## config.mk

```make
export PLATFORM = sky130hd
export DESIGN_NAME = wildcard_byte_pattern_scanner
export DESIGN_NICKNAME = d
export VERILOG_FILES = /design/src/wbps_pkg.sv /design/src/wildcard_byte_pattern_scanner.sv /design/src/wbps_front.sv /design/src/wbps_queue.sv /design/src/wbps_back.sv
export SDC_FILE = /design/constraint.sdc
export NUM_CORES = 2
export LEC_CHECK = 0
export ABC_AREA = 0
export BUFFER_PORTS_ARGS = -buffer_cell sky130_fd_sc_hd__buf_2
export CAP_MARGIN = 10
export CORE_MARGIN = 2
export CORE_UTILIZATION = 50
export DETAILED_ROUTE_END_ITERATION = 16
export HOLD_SLACK_MARGIN = 0.02
export PLACE_DENSITY = 0.67
export SYNTH_ARGS = -nofsm -noshare
export SYNTH_HDL_FRONTEND = slang
export SYNTH_SLANG_ARGS = --single-unit
```

## constraint.sdc

```tcl
create_clock -name clk -period 11.45 [get_ports clk]
set_input_delay 1.7175 -clock clk [delete_from_list [all_inputs] [get_ports clk]]
set_output_delay 1.7175 -clock clk [all_outputs]
set_load 0.01 [all_outputs]
```

## src/wbps_pkg.sv

```systemverilog
`default_nettype none
// ----------------------------------------------------------------------------
// wbps_pkg
// Shared constants and types of the wildcard byte pattern scanner.
// ----------------------------------------------------------------------------
package wbps_pkg;

  localparam int PATTERN_MAX = 16;
  localparam int WIN_IDX_W   = $clog2(PATTERN_MAX);
  localparam int LEN_W       = 5;
  localparam int CARE_W      = 16;
  localparam int ADDR_W      = 64;
  localparam int COUNT_W     = 32;
  localparam int DISP_W      = 32;
  localparam int CFG_DATA_W  = 64;
  localparam int CFG_IDX_W   = 3;
  localparam int QUEUE_DEPTH = 2;
  localparam int QPTR_W      = $clog2(QUEUE_DEPTH);

  localparam logic [7:0]         CALL_OPCODE = 8'hE8;
  localparam logic [LEN_W-1:0]   CALL_SPAN   = LEN_W'(5);

  typedef enum logic [CFG_IDX_W-1:0] {
    REG_PATTERN_LOW  = 3'd0,
    REG_PATTERN_HIGH = 3'd1,
    REG_CARE_MASK    = 3'd2,
    REG_PATTERN_LEN  = 3'd3,
    REG_RELATIVE     = 3'd4,
    REG_IMAGE_BASE   = 3'd5
  } cfg_reg_t;

  // pattern settings seen by the front end
  typedef struct packed {
    logic [63:0]       pattern_low;
    logic [63:0]       pattern_high;
    logic [CARE_W-1:0] care;
    logic [LEN_W-1:0]  len;
    logic              relative;
  } cfg_t;

  // one scan outcome queued between front and back
  typedef struct packed {
    logic               found;
    logic               rel;
    logic [COUNT_W-1:0] offset;
    logic [DISP_W-1:0]  disp;
  } scan_evt_t;

endpackage
`default_nettype wire

```

## src/wildcard_byte_pattern_scanner.sv

```systemverilog
`default_nettype none
// A result passes through a queue slot and the output register before it is shown.
// Throughput: one byte per cycle; the front compare and the queue run every cycle.
// A held output stalls the front only once the two-entry queue is full.
// Reset clears the window, byte count, queue and output valid, and sets the
// pattern length to 1 with all other configuration registers zero.
// ----------------------------------------------------------------------------
// wildcard_byte_pattern_scanner
// Streams a memory image, finds the first wildcard pattern match and reports
// its address or the call target it encodes.
// ----------------------------------------------------------------------------
module wildcard_byte_pattern_scanner import wbps_pkg::*; (
  input  wire logic                  clk,
  input  wire logic                  rst,
  input  wire logic                  cfg_we,
  input  wire logic [CFG_IDX_W-1:0]  cfg_index,
  input  wire logic [CFG_DATA_W-1:0] cfg_data,
  input  wire logic                  in_valid,
  output logic                       in_ready,
  input  wire logic [7:0]            data_byte,
  input  wire logic                  last_byte,
  output logic                       out_valid,
  input  wire logic                  out_ready,
  output logic                       found,
  output logic [ADDR_W-1:0]          result_address
);

  cfg_t              cfg;
  logic [ADDR_W-1:0] image_base;
  logic              q_full;
  logic              q_empty;
  logic              push;
  logic              pop;
  scan_evt_t         push_evt;
  scan_evt_t         pop_evt;

  always_ff @(posedge clk) begin
    if (rst) begin
      cfg.pattern_low  <= '0;
      cfg.pattern_high <= '0;
      cfg.care         <= '0;
      cfg.len          <= LEN_W'(1);
      cfg.relative     <= 1'b0;
      image_base       <= '0;
    end else if (cfg_we) begin
      case (cfg_index)
        REG_PATTERN_LOW:  cfg.pattern_low  <= cfg_data;
        REG_PATTERN_HIGH: cfg.pattern_high <= cfg_data;
        REG_CARE_MASK:    cfg.care         <= cfg_data[CARE_W-1:0];
        REG_PATTERN_LEN:  cfg.len          <= cfg_data[LEN_W-1:0];
        REG_RELATIVE:     cfg.relative     <= cfg_data[0];
        REG_IMAGE_BASE:   image_base       <= cfg_data;
        default: ;
      endcase
    end
  end

  wbps_front u_front (
    .clk       (clk),
    .rst       (rst),
    .cfg       (cfg),
    .in_valid  (in_valid),
    .in_ready  (in_ready),
    .data_byte (data_byte),
    .last_byte (last_byte),
    .q_full    (q_full),
    .push      (push),
    .evt       (push_evt)
  );

  wbps_queue u_queue (
    .clk       (clk),
    .rst       (rst),
    .push      (push),
    .push_data (push_evt),
    .full      (q_full),
    .pop       (pop),
    .pop_data  (pop_evt),
    .empty     (q_empty)
  );

  wbps_back u_back (
    .clk            (clk),
    .rst            (rst),
    .image_base     (image_base),
    .q_empty        (q_empty),
    .q_data         (pop_evt),
    .pop            (pop),
    .out_valid      (out_valid),
    .out_ready      (out_ready),
    .found          (found),
    .result_address (result_address)
  );

endmodule
`default_nettype wire

```

## src/wbps_front.sv

```systemverilog
`default_nettype none
// ----------------------------------------------------------------------------
// wbps_front
// Takes image bytes, shifts the window and runs the masked compare; queues
// a match or an end-of-image miss.
// ----------------------------------------------------------------------------
module wbps_front import wbps_pkg::*; (
  input  wire logic      clk,
  input  wire logic      rst,
  input  wire cfg_t      cfg,
  input  wire logic      in_valid,
  output logic           in_ready,
  input  wire logic [7:0] data_byte,
  input  wire logic      last_byte,
  input  wire logic      q_full,
  output logic           push,
  output scan_evt_t      evt
);

  logic [7:0]         window [PATTERN_MAX];
  logic [7:0]         win_shift [PATTERN_MAX];
  logic [COUNT_W-1:0] bytes_seen;
  logic [COUNT_W-1:0] seen_next;
  logic               match_reported;

  logic [LEN_W-1:0]   len;
  logic [LEN_W-1:0]   span;
  logic               rel;
  logic               hit;
  logic               accept;
  logic [127:0]       pattern_bytes;

  assign in_ready      = !q_full;
  assign accept        = in_valid && in_ready;
  assign pattern_bytes = {cfg.pattern_high, cfg.pattern_low};

  // effective length, call-target mode and span
  always_comb begin
    len = cfg.len;
    if (cfg.len == '0) begin
      len = LEN_W'(1);
    end else if (cfg.len > LEN_W'(PATTERN_MAX)) begin
      len = LEN_W'(PATTERN_MAX);
    end
    rel  = cfg.relative || (cfg.care[0] && (pattern_bytes[7:0] == CALL_OPCODE));
    span = (rel && (len < CALL_SPAN)) ? CALL_SPAN : len;
  end

  always_comb begin
    win_shift[0] = data_byte;
    for (int k = 1; k < PATTERN_MAX; k++) begin
      win_shift[k] = window[k-1];
    end
    seen_next = (bytes_seen == '1) ? bytes_seen : bytes_seen + COUNT_W'(1);
  end

  // masked compare, one lane per pattern byte
  always_comb begin
    logic            ok;
    logic [LEN_W-1:0] pos;
    ok  = 1'b1;
    pos = '0;
    for (int j = 0; j < PATTERN_MAX; j++) begin
      pos = span - LEN_W'(j) - LEN_W'(1);
      if ((LEN_W'(j) < len) && cfg.care[j] &&
          (win_shift[pos[WIN_IDX_W-1:0]] != pattern_bytes[8*j +: 8])) begin
        ok = 1'b0;
      end
    end
    hit = !match_reported && (seen_next >= COUNT_W'(span)) && ok;
  end

  always_comb begin
    logic [LEN_W-1:0] p2, p3, p4, p5;
    p2 = span - LEN_W'(2);
    p3 = span - LEN_W'(3);
    p4 = span - LEN_W'(4);
    p5 = span - LEN_W'(5);
    evt.found  = hit;
    evt.rel    = rel;
    evt.offset = seen_next - COUNT_W'(span);
    evt.disp   = {win_shift[p5[WIN_IDX_W-1:0]], win_shift[p4[WIN_IDX_W-1:0]],
                  win_shift[p3[WIN_IDX_W-1:0]], win_shift[p2[WIN_IDX_W-1:0]]};
    push       = accept && (hit || (last_byte && !match_reported));
  end

  always_ff @(posedge clk) begin
    if (rst) begin
      bytes_seen     <= '0;
      match_reported <= 1'b0;
      for (int k = 0; k < PATTERN_MAX; k++) begin
        window[k] <= '0;
      end
    end else if (accept) begin
      if (last_byte) begin
        // end of image: start afresh
        bytes_seen     <= '0;
        match_reported <= 1'b0;
        for (int k = 0; k < PATTERN_MAX; k++) begin
          window[k] <= '0;
        end
      end else if (!match_reported) begin
        bytes_seen     <= seen_next;
        match_reported <= hit;
        for (int k = 0; k < PATTERN_MAX; k++) begin
          window[k] <= win_shift[k];
        end
      end
    end
  end

endmodule
`default_nettype wire

```

## src/wbps_queue.sv

```systemverilog
`default_nettype none
// ----------------------------------------------------------------------------
// wbps_queue
// Short queue of scan outcomes between front end and address stage.
// ----------------------------------------------------------------------------
module wbps_queue import wbps_pkg::*; (
  input  wire logic      clk,
  input  wire logic      rst,
  input  wire logic      push,
  input  wire scan_evt_t push_data,
  output logic           full,
  input  wire logic      pop,
  output scan_evt_t      pop_data,
  output logic           empty
);

  scan_evt_t           slots [QUEUE_DEPTH];
  logic [QPTR_W-1:0]   wr_ptr;
  logic [QPTR_W-1:0]   rd_ptr;
  logic [QPTR_W:0]     count;

  assign full     = (count == (QPTR_W+1)'(QUEUE_DEPTH));
  assign empty    = (count == '0);
  assign pop_data = slots[rd_ptr];

  always_ff @(posedge clk) begin
    if (push) begin
      slots[wr_ptr] <= push_data;
    end
  end

  always_ff @(posedge clk) begin
    if (rst) begin
      wr_ptr <= '0;
      rd_ptr <= '0;
      count  <= '0;
    end else begin
      if (push) begin
        wr_ptr <= (wr_ptr == QPTR_W'(QUEUE_DEPTH-1)) ? '0 : wr_ptr + QPTR_W'(1);
      end
      if (pop) begin
        rd_ptr <= (rd_ptr == QPTR_W'(QUEUE_DEPTH-1)) ? '0 : rd_ptr + QPTR_W'(1);
      end
      if (push && !pop) begin
        count <= count + (QPTR_W+1)'(1);
      end else if (pop && !push) begin
        count <= count - (QPTR_W+1)'(1);
      end
    end
  end

endmodule
`default_nettype wire

```

## src/wbps_back.sv

```systemverilog
`default_nettype none
// ----------------------------------------------------------------------------
// wbps_back
// Turns a queued outcome into the reported address and holds it in the
// output register until taken.
// ----------------------------------------------------------------------------
module wbps_back import wbps_pkg::*; (
  input  wire logic              clk,
  input  wire logic              rst,
  input  wire logic [ADDR_W-1:0] image_base,
  input  wire logic              q_empty,
  input  wire scan_evt_t         q_data,
  output logic                   pop,
  output logic                   out_valid,
  input  wire logic              out_ready,
  output logic                   found,
  output logic [ADDR_W-1:0]      result_address
);

  logic [ADDR_W-1:0] addend;
  logic [ADDR_W-1:0] addr_next;

  assign pop = !q_empty && (!out_valid || out_ready);

  // call target adds 5 plus the sign-extended displacement
  always_comb begin
    addend = '0;
    if (q_data.rel) begin
      addend = {{(ADDR_W-DISP_W){q_data.disp[DISP_W-1]}}, q_data.disp} + ADDR_W'(5);
    end
    addr_next = '0;
    if (q_data.found) begin
      addr_next = image_base + {{(ADDR_W-COUNT_W){1'b0}}, q_data.offset} + addend;
    end
  end

  always_ff @(posedge clk) begin
    if (rst) begin
      out_valid <= 1'b0;
    end else if (pop) begin
      out_valid <= 1'b1;
    end else if (out_ready) begin
      out_valid <= 1'b0;
    end
  end

  always_ff @(posedge clk) begin
    if (pop) begin
      found          <= q_data.found;
      result_address <= addr_next;
    end
  end

endmodule
`default_nettype wire

```

* Yosys cells after proc, flatten, opt, wreduce, memory -nomap -nowiden
Memories as Yosys holds them, arrays and structs flattened. A register that Yosys moved wholly into a read port is not among the register bits. Index checks and enable logic that the tools add are counted.
Storage, ports and cells: bits in registers 317, RAM bits 260, output and inout port bits 67, memories kept 2
Operators by class: add/sub/neg operators 39, $lt $le $gt $ge 39, equality and inequality tests 25, mux-type cells 138, bitwise logic cells 52, reductions and logical operators 63
Memories:
- u_queue.slots | depth 2, width 66, rd ports 1, clocked after Yosys merged registers in 1, write ports 1, line wbps_queue.sv:17 | scan_evt_t slots [QUEUE_DEPTH];
- u_front.window | depth 16, width 8, rd ports 15, clocked after Yosys merged registers in 0, write ports 16, line wbps_front.sv:20 | logic [7:0] window [PATTERN_MAX];
Operators by type and width (number):
- 8-bit binary-select mux with 4-bit select | 20
- 8-bit 2-to-1 mux | 72
- 8-bit inequality test | 16
- 5-bit >= comparator (second input constant) | 20
- 4-bit NOT with 5-bit output | 20
- 32-bit 2-to-1 mux | 3
- 64-bit by 32-bit adder with 64-bit output | 1
- 64-bit adder | 1
- 64-bit 2-to-1 mux | 1
- 4-bit by 1-bit subtractor with 4-bit output (second input constant) | 16
- 1-bit logical AND | 42
- 4-bit by 5-bit < comparator with 1-bit output (first input constant) | 8
- 1-bit 2-to-1 mux | 37
- 32-bit by 4-bit adder with 33-bit output (second input constant) | 1
- 32-bit by 1-bit adder with 32-bit output (second input constant) | 1
- 32-bit equality test (second input constant) | 1
- 32-bit by 5-bit >= comparator with 1-bit output | 1
- 1-bit bitwise OR | 32
- 32-bit by 5-bit subtractor with 32-bit output | 1
- 4-bit subtractor (second input constant) | 8
- 3-bit by 5-bit < comparator with 1-bit output (first input constant) | 4
- 4-bit by 3-bit subtractor with 4-bit output (second input constant) | 4
- 5-bit 2-to-1 mux | 3
- 2-bit AND reduction | 7
- other kinds (21) | 36

* Depth between registers and ports, before layout
depth after elaboration 36, depth in mapped cells 31, depth with buffers taken out 30

* Modules after synthesis
A second synthesis with hierarchy kept.
Unflattened totals: cells, all modules 3764, area, all modules 38852.3 um^2
By module, submodules not included:
- wbps_front | times used 1, cells an instance 1812, area each 17177.7 um^2, seq. area each 4184.0 um^2
- wildcard_byte_pattern_scanner | times used 1, cells an instance 770, area each 8514.4 um^2, seq. area each 4284.1 um^2
- wbps_back | times used 1, cells an instance 955, area each 8182.8 um^2, seq. area each 1971.9 um^2
- wbps_queue | times used 1, cells an instance 227, area each 4977.3 um^2, seq. area each 4063.9 um^2

* Least setup slack after synthesis
No wires, ideal clock.
path type flip-flop to flip-flop, start point register cfg[86] (netlist name), end point memory u_queue.slots[0][0] (netlist bit) (enable), data arrival time 9.083 ns, data required time 10.960 ns, path slack 1.877 ns, cell stages (with the launch flop) 25, buffers on the path 8, clock period less this slack 9.573 ns, cells stage by stage dfxtp_1 > or3b_4 > or4_1 > clkbuf_1 > nand2_1 > buf_2 > buf_2 > buf_2 > buf_1 > ha_1 > clkbuf_1 > nor2_1 > a311o_1 > a41oi_1 > clkbuf_1 > buf_2 > mux4_2 > xor2_1 > nor4_1 > a21oi_1 > a31oi_1 > nand4_1 > nor4_4 > o21ai_2 > nor2_1
RTL lines (line):
- to (decl) | wbps_queue.sv:17

==> metrics <==
Remaining Overflow, GRT 0; most used cell, CP nor2_1; Largest delay share family, worst path compound AO/OA/AOI/OAI gates; Num CTS Buffers 66; postcts setup bufs 0; synth warn 0; Post-Synthesis Cells 3848; DR pass1 iterations 5; final total negative setup slack 0 ps; Peak VDD IR 0.000120 V; synthesized area 0.0376 mm^2; # rows 100; clock buffer depth 3; vias 30.7k; critical path arrival 8970 ps; Synthesized Nets 4074; ys async rst share 0%; final WL 120000 um; vias in the first global route 28.7k; CP startpoint kind register; Core Region 0.0744 mm^2; Seq/Total Area, Yosys 38.5%; MaxCap Viol Count 0; CTS tree built; # fillers 6578; H-tree levels 3; Tcrit/Tclk final 75.4%; final worst path period need 8630 ps; DP HPWL 88400 um; CP peak stage delay 740 ps; final count of negative-setup-slack endpoints 0; full die area 0.0775 mm^2; Worst path slowest cell dfxtp_4; post-route cell area 0.0413 mm^2; Initial Util 50.6%; first-pass GRT wire length 180000 um; mean post-synth cell area 9.78 um^2; pwr dens 187 mW/mm^2; Crit Path Category register to register; DRC 0; Buffers on Ports 147; Sink Count 570; post-route insts no fill 4894; Chip Width 278 um; synthesized flop and latch total 570; Place WS 2960 ps; fraction of layout cells with a size suffix above 1 13.7%; Synth Flop Type edfxtp_1; most common cell after layout, fill and taps aside nand2_1; EDFF count, synth 309; drt first-iter violations 3527; CP bufs+invs 0; critical path peak fanout 45; antenna violations before repair 4; max frequency 116 MHz; antenna-violating nets left 0; Leak 16.3 nW; Synth cell types 93; Hold WS 458 ps; Hold-fix buffers, CTS 0; placed inst area 0.0391 mm^2; critical path endpoint category register; Critical Path RT 11790 ps; Final GP Congestion 0.996; I/O pin total 148; worst skew pair latency 630 ps; Final Hold Viols 0; post-layout worst setup margin 2820 ps; Die Ht 278 um; final-stage net count 4099; Routed wire per std cell 24.6 um; Total GRT Usage 30.6%; most frequent cells in the layout 688 x nand2_1, 309 x edfxtp_1, 305 x a21oi_1; clk root buf clkbuf_16; DR vias/cell 6.27; pin count of the biggest net entering global routing 92; Clock transition at path regs 60 ps; RSZ-0062 raised after global routing false; number of slew-limit violations in the final report 0; Worst Skew 28.3 ps; Slew Limit Headroom 17.9%; P&R area growth vs syn 9.85%; status finished, final reports clean; Placed Cells 4774; Hold WC Path Type register to register; Resize count post-CTS 0; Worst-Margin Slew 1230 ps
[worst register-to-register path: cells and delay by family (launching register included)]
family / cells / cell delay, ps
xor+xnor: 2 / 290
flops: 1 / 740
mux: 1 / 240
compound gates: 13 / 3140
simple gates: 12 / 3080
fa+ha+maj: 2 / 850
[state kept, by name (all words and copies together) (netlist names), named ones only]
signal / count
u_queue.slots: 132
cfg: 150
u_front.window: 120
u_back.result_address: 64
u_back.found: 1
u_front.match_reported: 1
u_queue.wr_ptr: 1
u_front.bytes_seen: 32
u_queue.count: 2
u_queue.rd_ptr: 1
image_base: 64
u_back.out_valid: 1
[layout make-up]
cell class | count | area, um^2 | share of cell area [%]
multi-input combinational | 2975 | 22000 | 53.3
sequential | 570 | 14500 | 35.1
clock buffer | 88 | 1860 | 4.50
tap | 969 | 1210 | 2.93
timing repair buffer | 200 | 1140 | 2.76
clock inverter | 31 | 344 | 0.832
inverter | 60 | 234 | 0.566
antenna | 1 | 2.50 | 0.00605
[Yosys cell counts (all sizes together), types with 6 or more instances]
master | count | area share, %
a2111oi | 10 | 0.32
a211oi | 40 | 0.80
a21o | 56 | 1.1
a21oi | 305 | 4.1
a221o | 7 | 0.19
a221oi | 13 | 0.32
a22o | 9 | 0.21
a22oi | 20 | 0.40
a311oi | 8 | 0.19
a31o | 9 | 0.21
a31oi | 48 | 0.80
and2 | 129 | 2.1
and3 | 75 | 1.2
buf | 57 | 0.82
clkbuf | 186 | 1.9
dfxtp | 261 | 14
edfxtp | 309 | 25
fa | 34 | 1.8
ha | 111 | 3.7
inv | 59 | 0.60
mux2 | 59 | 1.8
mux2i | 199 | 5.3
mux4 | 143 | 8.8
nand2 | 690 | 6.9
nand2b | 23 | 0.38
nand3 | 76 | 1.0
nand4 | 34 | 0.57
nor2 | 185 | 1.8
nor2b | 23 | 0.38
nor3 | 36 | 0.48
nor3b | 6 | 0.12
nor4 | 25 | 0.46
o211ai | 24 | 0.49
o21a | 17 | 0.34
o21ai | 99 | 1.4
o21bai | 11 | 0.22
o22ai | 28 | 0.47
o31ai | 16 | 0.32
or2 | 6 | 0.10
or3 | 14 | 0.23
or4 | 7 | 0.14
xnor2 | 176 | 4.1
xor2 | 133 | 3.1
[per-stage QoR]
stage / total power, mW / utilization [%]
detailed placement: 5.57 / 52.6
floorplan: 4.66 / -
global placement: 5.55 / 52.6
global route: 8.09 / 55.5
finish: 7.74 / 55.5
CTS: 7.73 / 55.5
[report_power, final]
group / switching, mW / internal (mW) / total (mW)
combinational: 1.72 / 1.06 / 2.78
sequential: 0.203 / 2.61 / 2.82
clock: 0.904 / 1.25 / 2.15
[worst paths after layout]
| check | start | to | slack, ps | cells past startpoint |
|---|---|---|---|---|
| min reg2reg | image_base[33] | image_base[33] | 460 | 2 |
| max reg2reg | register | u_back.result_address[60] | 2820 | 30 |
| max | register | u_back.result_address[60] | 2820 | 30 |
| min | image_base[33] | image_base[33] | 460 | 2 |
[cells by family after synthesis]
family	share of synthesized area [%]
compound gates	13.1
xor+xnor	7.21
fa+ha+maj	5.50
buf+inv	3.29
flops	38.5
mux	15.9
simple gates	16.5
[metal layers]
metal	part of all wire, %	track usage (%)	up-vias
met5	0.024	0	-
met4	6.7	18.3	4
met3	8.8	5.55	325
met2	43	45.4	1419
met1	41	42.0	14900
li1	-	-	14100
No activity file was read; power rests on OpenSTA's default activity.
